<file path="src/set_assoc_lru_cache_model_top_assert.svh">
// ---------------------------------------------------------------------------
// Assertion macros for the set-associative LRU cache model
// Concurrent checks that vanish when SYNTHESIS is defined.
// ---------------------------------------------------------------------------
`ifndef SET_ASSOC_LRU_CACHE_MODEL_TOP_ASSERT_SVH
`define SET_ASSOC_LRU_CACHE_MODEL_TOP_ASSERT_SVH
`ifndef SYNTHESIS
`define SALC_ASSERT_IMPL(label, clk, rst, prop, msg) \
   label: assert property (@(posedge clk) disable iff (rst) prop) else $error(msg);
`define SALC_ASSERT_NEXT(label, clk, rst, pre, post, msg) \
   label: assert property (@(posedge clk) disable iff (rst) pre |=> post) else $error(msg);
`else
`define SALC_ASSERT_IMPL(label, clk, rst, prop, msg)
`define SALC_ASSERT_NEXT(label, clk, rst, pre, post, msg)
`endif
`endif

</file>
<file path="src/salc_pkg.sv">
// ---------------------------------------------------------------------------
// salc_pkg
// Shared constants and types of the LRU cache model.
// ---------------------------------------------------------------------------
package salc_pkg;
   localparam int MAX_SET_BITS_DEF = 10;
   localparam int MAX_WAYS_DEF     = 8;
   localparam int ADDR_WIDTH_DEF   = 64;
   localparam int CNT_W            = 32;
   localparam int CSR_AW           = 4;

   localparam logic [1:0] FUNC_LOAD   = 2'd0;
   localparam logic [1:0] FUNC_STORE  = 2'd1;
   localparam logic [1:0] FUNC_MODIFY = 2'd2;
   localparam logic [1:0] FUNC_SPARE  = 2'd3;

   localparam logic [CSR_AW-1:0] REG_SET_BITS   = 4'h0;
   localparam logic [CSR_AW-1:0] REG_BLOCK_BITS = 4'h4;
   localparam logic [CSR_AW-1:0] REG_WAYS       = 4'h8;

   typedef struct packed {
      logic hit;
      logic miss;
      logic eviction;
   } flags_type;
endpackage

</file>
<file path="src/salc_lookup.sv">
// ---------------------------------------------------------------------------
// salc_lookup
// Way compare and victim choice over one set read from memory.
// ---------------------------------------------------------------------------
module salc_lookup #(
   parameter int MAX_WAYS = salc_pkg::MAX_WAYS_DEF,
   parameter int TAG_W    = 62
) (
   input  logic [MAX_WAYS-1:0]                      valid,
   input  logic [MAX_WAYS-1:0][TAG_W-1:0]           tags,
   input  logic [MAX_WAYS-1:0][$clog2(MAX_WAYS+1)-1:0] ranks,
   input  logic [$clog2(MAX_WAYS+1)-1:0]            nways,
   input  logic [TAG_W-1:0]                         tag,
   output salc_pkg::flags_type                      flags,
   output logic [$clog2(MAX_WAYS+1)-1:0]            pick
);
   localparam int RW = $clog2(MAX_WAYS + 1);
   logic          found_h, found_i;
   logic [RW-1:0] hit_w, hit_r, inv_w, lru_w, lru_r;

   always_comb begin
      found_h = 1'b0;
      found_i = 1'b0;
      hit_w = '0;
      hit_r = '0;
      inv_w = '0;
      lru_w = '0;
      lru_r = '0;
      for (int w = 0; w < MAX_WAYS; w++) begin
         if (RW'(w) < nways) begin
            if (valid[w] && tags[w] == tag && (!found_h || ranks[w] < hit_r)) begin
               found_h = 1'b1;
               hit_w = RW'(w);
               hit_r = ranks[w];
            end
            if (!valid[w] && !found_i) begin
               found_i = 1'b1;
               inv_w = RW'(w);
            end
            if (w == 0 || ranks[w] > lru_r) begin
               lru_w = RW'(w);
               lru_r = ranks[w];
            end
         end
      end
      flags.hit = found_h;
      flags.miss = !found_h;
      flags.eviction = !found_h && !found_i;
      pick = found_h ? hit_w : (found_i ? inv_w : lru_w);
   end
endmodule

</file>
<file path="config.mk">
export PLATFORM = sky130hd
export DESIGN_NAME = salc_lookup
export DESIGN_NICKNAME = d
export VERILOG_FILES = /design/src/set_assoc_lru_cache_model_top_assert.svh /design/src/salc_pkg.sv /design/src/salc_lookup.sv
export SDC_FILE = /design/constraint.sdc
export NUM_CORES = 1
export LEC_CHECK = 0
export BUFFER_PORTS_ARGS = -buffer_cell sky130_fd_sc_hd__buf_2
export CAP_MARGIN = 30
export CORE_AREA = 2 2 236 238
export DETAILED_ROUTE_END_ITERATION = 7
export DIE_AREA = 0 0 238 240
export GPL_TIMING_DRIVEN = 0
export SETUP_SLACK_MARGIN = 0.5
export SYNTH_ARGS = -nofsm -noshare
export SYNTH_HDL_FRONTEND = slang
export SYNTH_SLANG_ARGS = --single-unit
</file>
<file path="constraint.sdc">
create_clock -name vclk -period 19.7
set_clock_uncertainty 0.1 [all_clocks]
set_input_delay 1.97 -clock vclk [all_inputs]
set_output_delay 1.97 -clock vclk [all_outputs]
set_load 0.03 [all_outputs]
</file>
==> reports/qor.yml <==
logic_synthesis:
  syn_area_um2: 8890
  ys_warn_count: 0
  synth_fp_nets: 1881
  syn-instance-count: 1230
  ys_seq_area_share_pct: 0
  syn_area_per_cell_um2: 7.23
  yosysUniqueCellTypes: 75
layout:
  final_util_pct: 23.1
  nClkBuffers: 0
  nFlopsAndLatches: 0
  area_growth_pct: 42.1
  final_common_cell: "buf_2"
  regArea_um2: 0
  fillers: 6327
  fin_nets: 2439
  multi_input_area_um2: 8160
  layout_common_cells: "buf_2, xor2_1, xnor2_1, inv_1, nand4_1"
  drive_above_1_share_pct: 36.3
route:
  drc: 0
  firstDrtPassIters: 6
  avgViaCountPerCell: 4.94
  drtAntennaViolNets: 0
  initialDrtViolationCount: 1067
  wl_per_cell_um: 29.9
  wirelength_um: 75100
  vias: 12395
sta:
  grt_setup_unrepaired: "false"
  setup_viol: 0
  finalCritPeriodShare_pct: 92.1
  finalSetupTns_ns: 0
  hold_violations: 0
  relSlewSlack_pct: 30.9
  finalMaxSlewViolations: 0
  worstMarginPinSlew_ns: 1.03
  period_needed_ns: 18.15
  fmax_ghz: 0.0551
grt:
  grt_pass1_wl_um: 97200
  grt.busiest_layer: "met2"
  gr-usage-all-layers_pct: 25.1
  use_met3_pct: 5.43
  met1_usage_pct: 30.2
  grt_max_degree: 11
  gr-total-overflow: 0
  grt_pass1_vias: 12193
  grt_antenna_before_repair: 24
  grtUsageMet2_pct: 42.0
run:
  max-cap-violations: 0
run_status:
  status: "finished clean"
floorplan:
  die_h_um: 240
  ios: 609
  die_w_um: 238
  die-area_um2: 57100
  num_rows: 86
  core_um2: 54700
  start_util_pct: 16.3
cts:
  postCtsSetupRepairBufs: 0
  cts_hold_buf: 0
  post_cts_resized: 0
worst_hold_path:
  hp-class: "in2out"
placement:
  globalplace.congestion: 0.947
  post-dp-hpwl_um: 63600
  portBuffers: 549
setup_path:
  worst_path_max_delay_cell: "nor4_1"
  critPathKind: "in2out"
  worstSetupStartpointType: "primary input"
  max_stage_delay_ns: 0.74
  cp_data_required_time_ns: 17.63
  arrival_ns: 16.08
  crit_path_max_fanout: 10
  crit_top_cell: "ha_1"
  cp-end-kind: "primary output"
power:
  irDropWorstVdd_mv: 0.0179
  leakagePower_nw: 5.65
  p_per_area_nw_per_um2: 28.9
power by group:
group          leakage [nW]  internal, mW  switching (mW)
Clock              0.000127   0.000000105               0
Combinational          5.65         0.154           0.212
Sequential                0             0               0
Total                  5.65         0.154           0.212
area by class of cell:
| cell class | instances | share of cell area [%] |
|---|---|---|
| tap | 704 | 6.97 |
| buffer | 70 | 3.28 |
| inverter | 89 | 2.64 |
| timing repair buffer | 556 | 22.2 |
| antenna | 20 | 0.396 |
| multi-input combinational | 1071 | 64.5 |
path summary, 6_finish.rpt:
path / start / endpoint / depth (start not counted)
worst max-delay path: tag[19] / pick[1] / 54
worst min-delay path: valid[4] / flags[0] / 6
cells in the mapped netlist (all sizes together), types with 27 or more instances:
library cell	number	area share [%]
o21ai	28	1.6
buf	67	4.5
nor4	79	5.8
inv	89	3.8
nor2b	27	1.9
nor2	36	1.6
nand2b	64	4.5
xnor2	175	17
nand3	30	1.7
xor2	217	21
nand4	78	5.5
nand2	37	1.6
ha	49	6.9
metrics by stage:
stage	instance area, um^2	std cells	setup slack [ns]	power (mW)	hold slack [ns]
global route	12600	2496	0.584	0.395	4.52
detailed placement	12600	2490	1.67	0.362	4.47
CTS	12600	2490	1.61	0.363	4.47
floorplan	8890	1230	4.29	0.203	4.17
finish	12600	2510	1.55	0.365	4.46
global placement	12500	2483	1.52	0.359	4.46
critical path: cells and delay by family:
family / cells / cell delay [ns]
adder cells (fa/ha/maj): 7 / 2.00
buffers and inverters: 4 / 1.11
AND/OR/NAND/NOR: 15 / 4.06
AO/OA/AOI/OAI: 28 / 6.89
metal layers:
metal | wire length (um) | up-vias
met5 | 183 | -
met4 | 4130 | 12
met3 | 6300 | 160
met2 | 34900 | 766
met1 | 29700 | 5896
li1 | - | 5561
cells by family after synthesis:
logic type | after synthesis | synth area share [%]
muxes | 15 | 1.77
AOI/OAI and AO/OA | 214 | 18.2
xor gates and xnor gates | 392 | 38.6
adders and majority gates | 50 | 7.01
buffers and inverters | 159 | 8.41
other | 1 | 0.0422
and+or+nand+nor | 399 | 26.0
(Power assumes the default switching activity.)
