<file path="src/set_assoc_lru_cache_model_top_assert.svh">
// ---------------------------------------------------------------------------
// Assertion macros for the set-associative LRU cache model
// Concurrent checks that vanish when SYNTHESIS is defined.
// ---------------------------------------------------------------------------
`ifndef SET_ASSOC_LRU_CACHE_MODEL_TOP_ASSERT_SVH
`define SET_ASSOC_LRU_CACHE_MODEL_TOP_ASSERT_SVH
`ifndef SYNTHESIS
`define SALC_ASSERT_IMPL(label, clk, rst, prop, msg) \
   label: assert property (@(posedge clk) disable iff (rst) prop) else $error(msg);
`define SALC_ASSERT_NEXT(label, clk, rst, pre, post, msg) \
   label: assert property (@(posedge clk) disable iff (rst) pre |=> post) else $error(msg);
`else
`define SALC_ASSERT_IMPL(label, clk, rst, prop, msg)
`define SALC_ASSERT_NEXT(label, clk, rst, pre, post, msg)
`endif
`endif

</file>
<file path="src/salc_ram.sv">
// ---------------------------------------------------------------------------
// salc_ram
// Generic single-port-write, one-read RAM with registered read data.
// ---------------------------------------------------------------------------
module salc_ram #(
   parameter int WIDTH = 8,
   parameter int DEPTH = 16
) (
   input  logic                     clock,
   input  logic                     we,
   input  logic [$clog2(DEPTH)-1:0] waddr,
   input  logic [WIDTH-1:0]         wdata,
   input  logic [$clog2(DEPTH)-1:0] raddr,
   output logic [WIDTH-1:0]         rdata
);
   logic [WIDTH-1:0] mem [DEPTH];

   always_ff @(posedge clock) begin
      if (we) begin
         mem[waddr] <= wdata;
      end
      rdata <= mem[raddr];
   end
endmodule

</file>
<file path="config.mk">
export PLATFORM = sky130hd
export DESIGN_NAME = salc_ram
export DESIGN_NICKNAME = d
export VERILOG_FILES = /design/src/set_assoc_lru_cache_model_top_assert.svh /design/src/salc_ram.sv
export SDC_FILE = /design/constraint.sdc
export NUM_CORES = 1
export LEC_CHECK = 0
export BUFFER_PORTS_ARGS = -buffer_cell sky130_fd_sc_hd__buf_2
export CAP_MARGIN = 20
export CORE_ASPECT_RATIO = 1.1
export CORE_MARGIN = 3
export CORE_UTILIZATION = 55
export CTS_BUF_LIST = sky130_fd_sc_hd__clkbuf_8
export DETAILED_ROUTE_END_ITERATION = 6
export GPL_ROUTABILITY_DRIVEN = 0
export HOLD_SLACK_MARGIN = 0.08
export PLACE_DENSITY_LB_ADDON = 0.1
export SKIP_CTS_REPAIR_TIMING = 1
export SLEW_MARGIN = 10
export SYNTH_ARGS = -nofsm -noshare
export SYNTH_HDL_FRONTEND = slang
export SYNTH_SLANG_ARGS = --single-unit
</file>
<file path="constraint.sdc">
create_clock -name clock -period 1.8 [get_ports clock]
set_input_delay 0.27 -clock clock [delete_from_list [all_inputs] [get_ports clock]]
set_output_delay 0.27 -clock clock [all_outputs]
set_load 0.005 [all_outputs]
</file>
==> results.py, run 1 <==
metrics = {
    "drt": {
        "drc": 0,
        "drt-wirelength-per-cell_um": 22.3,
        "dr.pass1.iters": 4,
        "viasPerCell": 5.91,
        "via_count": 2430,
        "wl_um": 9170,
        "drtIter0Drc": 154,
        "ant_nets": 0,
    },
    "cts": {
        "clock-sinks": 136,
        "htree_levels": 4,
        "clock-root-buffer": "clkbuf_8",
        "worstSkewPairLatency_ns": 0.43,
        "cts_buffers": 17,
        "path_clk_slew_ns": 0.07,
        "clk_path_buf_depth": 2,
        "cts_tree": "built",
    },
    "logic_synthesis": {
        "synth-compound-area-share_pct": 2.33,
        "synthesis.nets": 247,
        "synth_fa_ha_area_share_pct": 0,
        "syn-instance-count": 229,
        "synth_top_family_by_area": "multiplexers",
        "synth.avg_cell_area_um2": 22.5,
        "synth_top_area_share_pct": 74.7,
        "ys_top_cells_by_area": "edfxtp_1 75%, mux4_2 7.9%, mux4_1 7.1%",
        "synth_mux_area_share_pct": 15.0,
        "synth_top_cell_by_area": "edfxtp_1",
        "synth-xor-area-share_pct": 0,
        "synth_cell_types": 19,
        "ys_seq_area_share_pct": 77.8,
        "ys.flop_type": "edfxtp_1",
        "synth_edf_count": 128,
        "synth.cell_area_mm2": 0.00515,
        "synth_common_cells": "128 x edfxtp_1, 18 x mux4_2, 16 x a22oi_1",
        "synthSimpleGateAreaFrac_pct": 3.18,
        "ys_ff_latch": 136,
        "async_flop_share_pct": 0,
        "yosys_warnings": 0,
        "synth.most_common_cell": "edfxtp_1",
    },
    "sta": {
        "fmax_mhz": 740,
        "setup_viol": 0,
        "period_share_pct": 75.0,
        "drv_slew": 0,
        "post-route-min-period_ns": 1.35,
        "rsz0062_at_grt": "false",
        "relSlewSlack_pct": 71.5,
        "finalClockSkew_ns": 0.0127,
        "final.setup.tns_ns": 0,
        "hold_viol_final": 0,
        "worst_slew_pin_slew_ns": 0.428,
    },
    "layout": {
        "drive_gt1_share_pct": 31.3,
        "nNetsFinal": 302,
        "syn2layout_area_growth_pct": 14.1,
        "num-fill-cells": 623,
        "diodes": 0,
    },
    "floorplanning": {
        "core_mm2": 0.00901,
        "initial_core_util_pct": 57.1,
        "die_area_mm2": 0.0106,
        "die_h_um": 107,
        "rows": 36,
        "io_pins": 26,
        "die_w_um": 98.2,
    },
    "power": {
        "power.leakage_uw": 0.00201,
        "p_seq_share_pct": 59.0,
        "netSwitchingFraction_pct": 20.3,
        "power.net_switching_uw": 1220,
        "ir_drop_mv": 0.481,
        "intPower_uw": 4810,
        "p_total_uw": 6030,
        "p_clk_share_pct": 35.6,
        "comb_power_share_pct": 5.4,
        "power-per-cell-area_mw_per_mm2": 1030,
    },
    "global_route": {
        "overflow": 0,
        "grt_first_pass_wirelength_um": 14400,
        "grt_usage_pct": 19.5,
        "antenna_found_initial": 0,
        "grt_pass1_vias": 2580,
        "grt_max_degree": 33,
    },
    "worst_setup_path": {
        "r2r_cells": 3,
        "worstPathBufferInverterCount": 0,
        "critPathMaxStageDelay_ns": 0.46,
        "critPathSlowestCell": "mux4_2",
        "r2r-start": "mem[11][7]",
        "reg2reg_to": "rdata[7]",
        "path_delay_family": "multiplexers",
        "path_max_fanout": 1,
        "cp-end-kind": "flip-flop",
        "crit_chain": "mux4_2 > a22oi_1 > nand2_1",
        "cp.arrival_ns": 1.65,
        "worstSetupStartpointType": "flip-flop",
        "crit_required_ns": 2.10,
        "reg2reg_slack_ns": 0.45,
        "critPathKind": "reg -> reg",
    },
    "hold_path": {
        "worstHoldStart": "wdata[0]",
        "hold_class": "in -> reg",
        "min_to": "mem[5][0]",
        "hold-path-cell-count": 1,
    },
    "status": {
        "outcome": "finished, final reports clean",
    },
    "placement": {
        "dp.final_hpwl_um": 6020,
        "numPortBuffers": 25,
    },
    "job": {
        "drv_cap": 0,
    },
}
worst register-to-register path: cells and delay by family, from the launching register on:
| kind | cells | cell delay (ns) |
|---|---|---|
| and+or+nand+nor | 1 | 0.09 |
| AOI/OAI and AO/OA | 1 | 0.31 |
| DFF | 1 | 0.37 |
| muxes | 1 | 0.46 |
how the worst max path moves through the flow:
stage                     from   endpoint  slack (ns)  cells after the start
floorplan             waddr[2]  mem[0][0]        0.04                      2
global placement      raddr[0]   rdata[3]        0.11                      5
detailed placement    raddr[0]   rdata[5]        0.09                      5
CTS                 mem[11][7]   rdata[7]        0.42                      3
global route        mem[11][7]   rdata[7]        0.36                      3
finish              mem[11][7]   rdata[7]        0.45                      3
sequential cells by signal, summed over array words and instances, names as in the netlist:
| signal | flops |
|---|---|
| mem | 128 |
| rdata | 8 |
per-stage QoR:
step           worst slack, ns  util (%)  instances  hold WS (ns)  area, um^2
6_report                 0.449      65.2        411         0.219        5870
3_5_place_dp            0.0909      61.3        379         0.652        5520
5_1_grt                  0.360      65.2        411         0.204        5870
3_3_place_gp             0.105      61.3        379         0.648        5520
2_1_floorplan           0.0371         -        229         0.369        5150
4_1_cts                  0.417      65.2        411         0.197        5870
cells in the final DEF (no fill, tap or decap), drive strengths merged:
| master | n |
|---|---|
| a22oi | 16 |
| and2 | 1 |
| and2b | 1 |
| buf | 46 |
| bufinv | 1 |
| clkbuf | 19 |
| clkinv | 9 |
| clkinvlp | 1 |
| dfxtp | 8 |
| edfxtp | 128 |
| inv | 2 |
| mux4 | 32 |
| nand2 | 9 |
| nand2b | 2 |
| nand3 | 1 |
| nand3b | 2 |
| nor2 | 13 |
| nor2b | 1 |
| nor3 | 4 |
| or3b | 1 |
cell families (layout without fill, tap and decap cells):
group,count (synthesis),in the layout
flip-flops,136,136
AND/OR/NAND/NOR,35,35
multiplexers,32,32
AO/OA/AOI/OAI,16,16
buffers and inverters,10,78
area by class of cell:
class | instances | area, um^2 | area share (%)
Sequential cell | 136 | 4000 | 68.2
Multi-Input combinational cell | 83 | 1060 | 18.0
Clock buffer | 19 | 262 | 4.45
Clock inverter | 13 | 87.6 | 1.49
Timing Repair Buffer | 46 | 320 | 5.45
Tap cell | 114 | 143 | 2.43
per-layer routing:
metal | global-route usage [%] | part of all wire, % | vias up
li1 | - | - | 1081
met1 | 25.3 | 41 | 1253
met2 | 31.4 | 52 | 78
met3 | 5.90 | 5.7 | 18
met4 | 7.90 | 1.8 | 0
met5 | 0 | 0 | -
power groups by stage:
stage / Combinational [uW] / Sequential, uW / Clock (uW)
floorplan: 180 / 3620 / 0
global placement: 330 / 3620 / 0
detailed placement: 335 / 3630 / 0
CTS: 335 / 3560 / 2190
global route: 357 / 3560 / 2350
finish: 326 / 3560 / 2150
Note: power is estimated with default switching activity, not from simulation.
==> inputs of run 2 (changes only) <==
- clock period: 1.8 -> 1.2 ns (I/O delays scaled with it)
==> results.py, run 2 (synthesis results as in run 1) <==
metrics = {
    "status": {
        "outcome": "complete, but fails checks",
        "violations": "negative setup slack",
    },
    "cts": {
        "clock-sinks": 136,
        "cts_buffers": 17,
        "cts_tree": "built",
        "worstSkewPairLatency_ns": 0.42,
        "clock-root-buffer": "clkbuf_8",
        "clk_path_buf_depth": 2,
        "path_clk_slew_ns": 0.08,
        "htree_levels": 4,
    },
    "sta": {
        "post-route-min-period_ns": 1.26,
        "setup_viol": 8,
        "drv_slew": 0,
        "relSlewSlack_pct": 47.5,
        "period_share_pct": 105,
        "finalClockSkew_ns": 0.00704,
        "final.setup.tns_ns": -0.225,
        "setup_slack_ns": -0.0607,
        "rsz0062_at_grt": "true",
        "hold_viol_final": 0,
        "fmax_mhz": 793,
        "worst_slew_pin_slew_ns": 0.787,
    },
    "layout": {
        "diodes": 0,
        "drive_gt1_share_pct": 43.0,
        "syn2layout_area_growth_pct": 19.7,
        "final_util_pct": 68.4,
        "mostFrequentLayoutCell": "edfxtp_1",
        "nNetsFinal": 315,
        "final_cell_mix": "128 x edfxtp_1, 32 x mux4_2, 25 x buf_2, 25 x buf_4, 20 x clkbuf_8",
        "largest_register": "mem",
        "top_regs": "mem (128), rdata (8)",
        "largest_reg_flops": 128,
    },
    "global_route": {
        "overflow": 0,
        "met2_usage_pct": 31.1,
        "grt_first_pass_wirelength_um": 14500,
        "antenna_found_initial": 0,
        "grtUsageMet3_pct": 6.03,
        "grt_usage_pct": 19.7,
        "grtUsageMet1_pct": 26.0,
        "grt_pass1_vias": 2503,
        "grt-busiest-layer": "met2",
        "grt_max_degree": 18,
    },
    "floorplanning": {
        "die_area_mm2": 0.0106,
        "rows": 36,
        "die_h_um": 107,
        "io_pins": 26,
        "core_mm2": 0.00901,
        "initial_core_util_pct": 57.1,
        "die_w_um": 98.2,
    },
    "drt": {
        "ant_nets": 0,
        "drtIter0Drc": 155,
        "dr.pass1.iters": 4,
        "via_count": 2415,
        "drt-wirelength-per-cell_um": 21.9,
        "wl_um": 9280,
        "viasPerCell": 5.71,
        "drc": 0,
    },
    "power": {
        "power-per-cell-area_mw_per_mm2": 1620,
        "power.leakage_uw": 0.00207,
        "ir_drop_mv": 0.930,
    },
    "placement": {
        "dp.final_hpwl_um": 5910,
        "numPortBuffers": 25,
    },
    "worst_setup_path": {
        "cp-end-kind": "flip-flop",
        "cp.arrival_ns": 1.57,
        "worstSetupStartpointType": "flip-flop",
        "crit_required_ns": 1.51,
        "path_max_fanout": 1,
        "critPathKind": "reg -> reg",
    },
    "hold_path": {
        "hold_class": "in -> reg",
    },
    "job": {
        "drv_cap": 0,
    },
}
run 2: worst max-delay path: stages, from the launching register on:
cell	delay, ns
edfxtp_1	0.37
mux4_2	0.48
a22oi_2	0.23
nand2_1	0.07
run 2: area by class of cell:
class,count,area [um^2]
clock buffers,20,275
clock inverters,11,171
repair buffers,59,493
flip-flops and latches,136,4000
well taps,114,143
fillers,600,2850
multi-input cells,83,1080
run 2: path summary, 6_finish.rpt:
check        startpoint    endpoint  cells after the start  slack [ns]
max          mem[11][7]    rdata[7]                      3       -0.06
min reg2reg   mem[4][6]    rdata[6]                      3        0.68
min            wdata[3]  mem[14][3]                      1        0.13
max reg2reg  mem[11][7]    rdata[7]                      3       -0.06
run 2: through the flow:
stage	hold slack (ns)	std cells	instance area (um^2)	setup WS, ns	total power [uW]
after floorplan	0.279	229	5180	-0.113	5740
after global placement	0.558	392	5700	-0.485	5990
after detailed placement	0.559	392	5700	-0.474	6000
after CTS	0.106	423	6150	-0.169	10100
after global routing	0.108	423	6160	-0.128	10300
final	0.131	423	6160	-0.0607	9970
run 2: power breakdown:
part	total, uW	leakage (uW)	switching, uW	internal, uW
combinational	558	0.000633	288	269
sequential	5340	0.00122	30.2	5300
clock	4080	0.000215	1650	2420
run 2: per-layer routing:
metal / vias to the layer above / routed length, um
li1: 1089 / -
met3: 16 / 660
met5: - / 0
met1: 1222 / 3750
met4: 0 / 126
met2: 88 / 4740
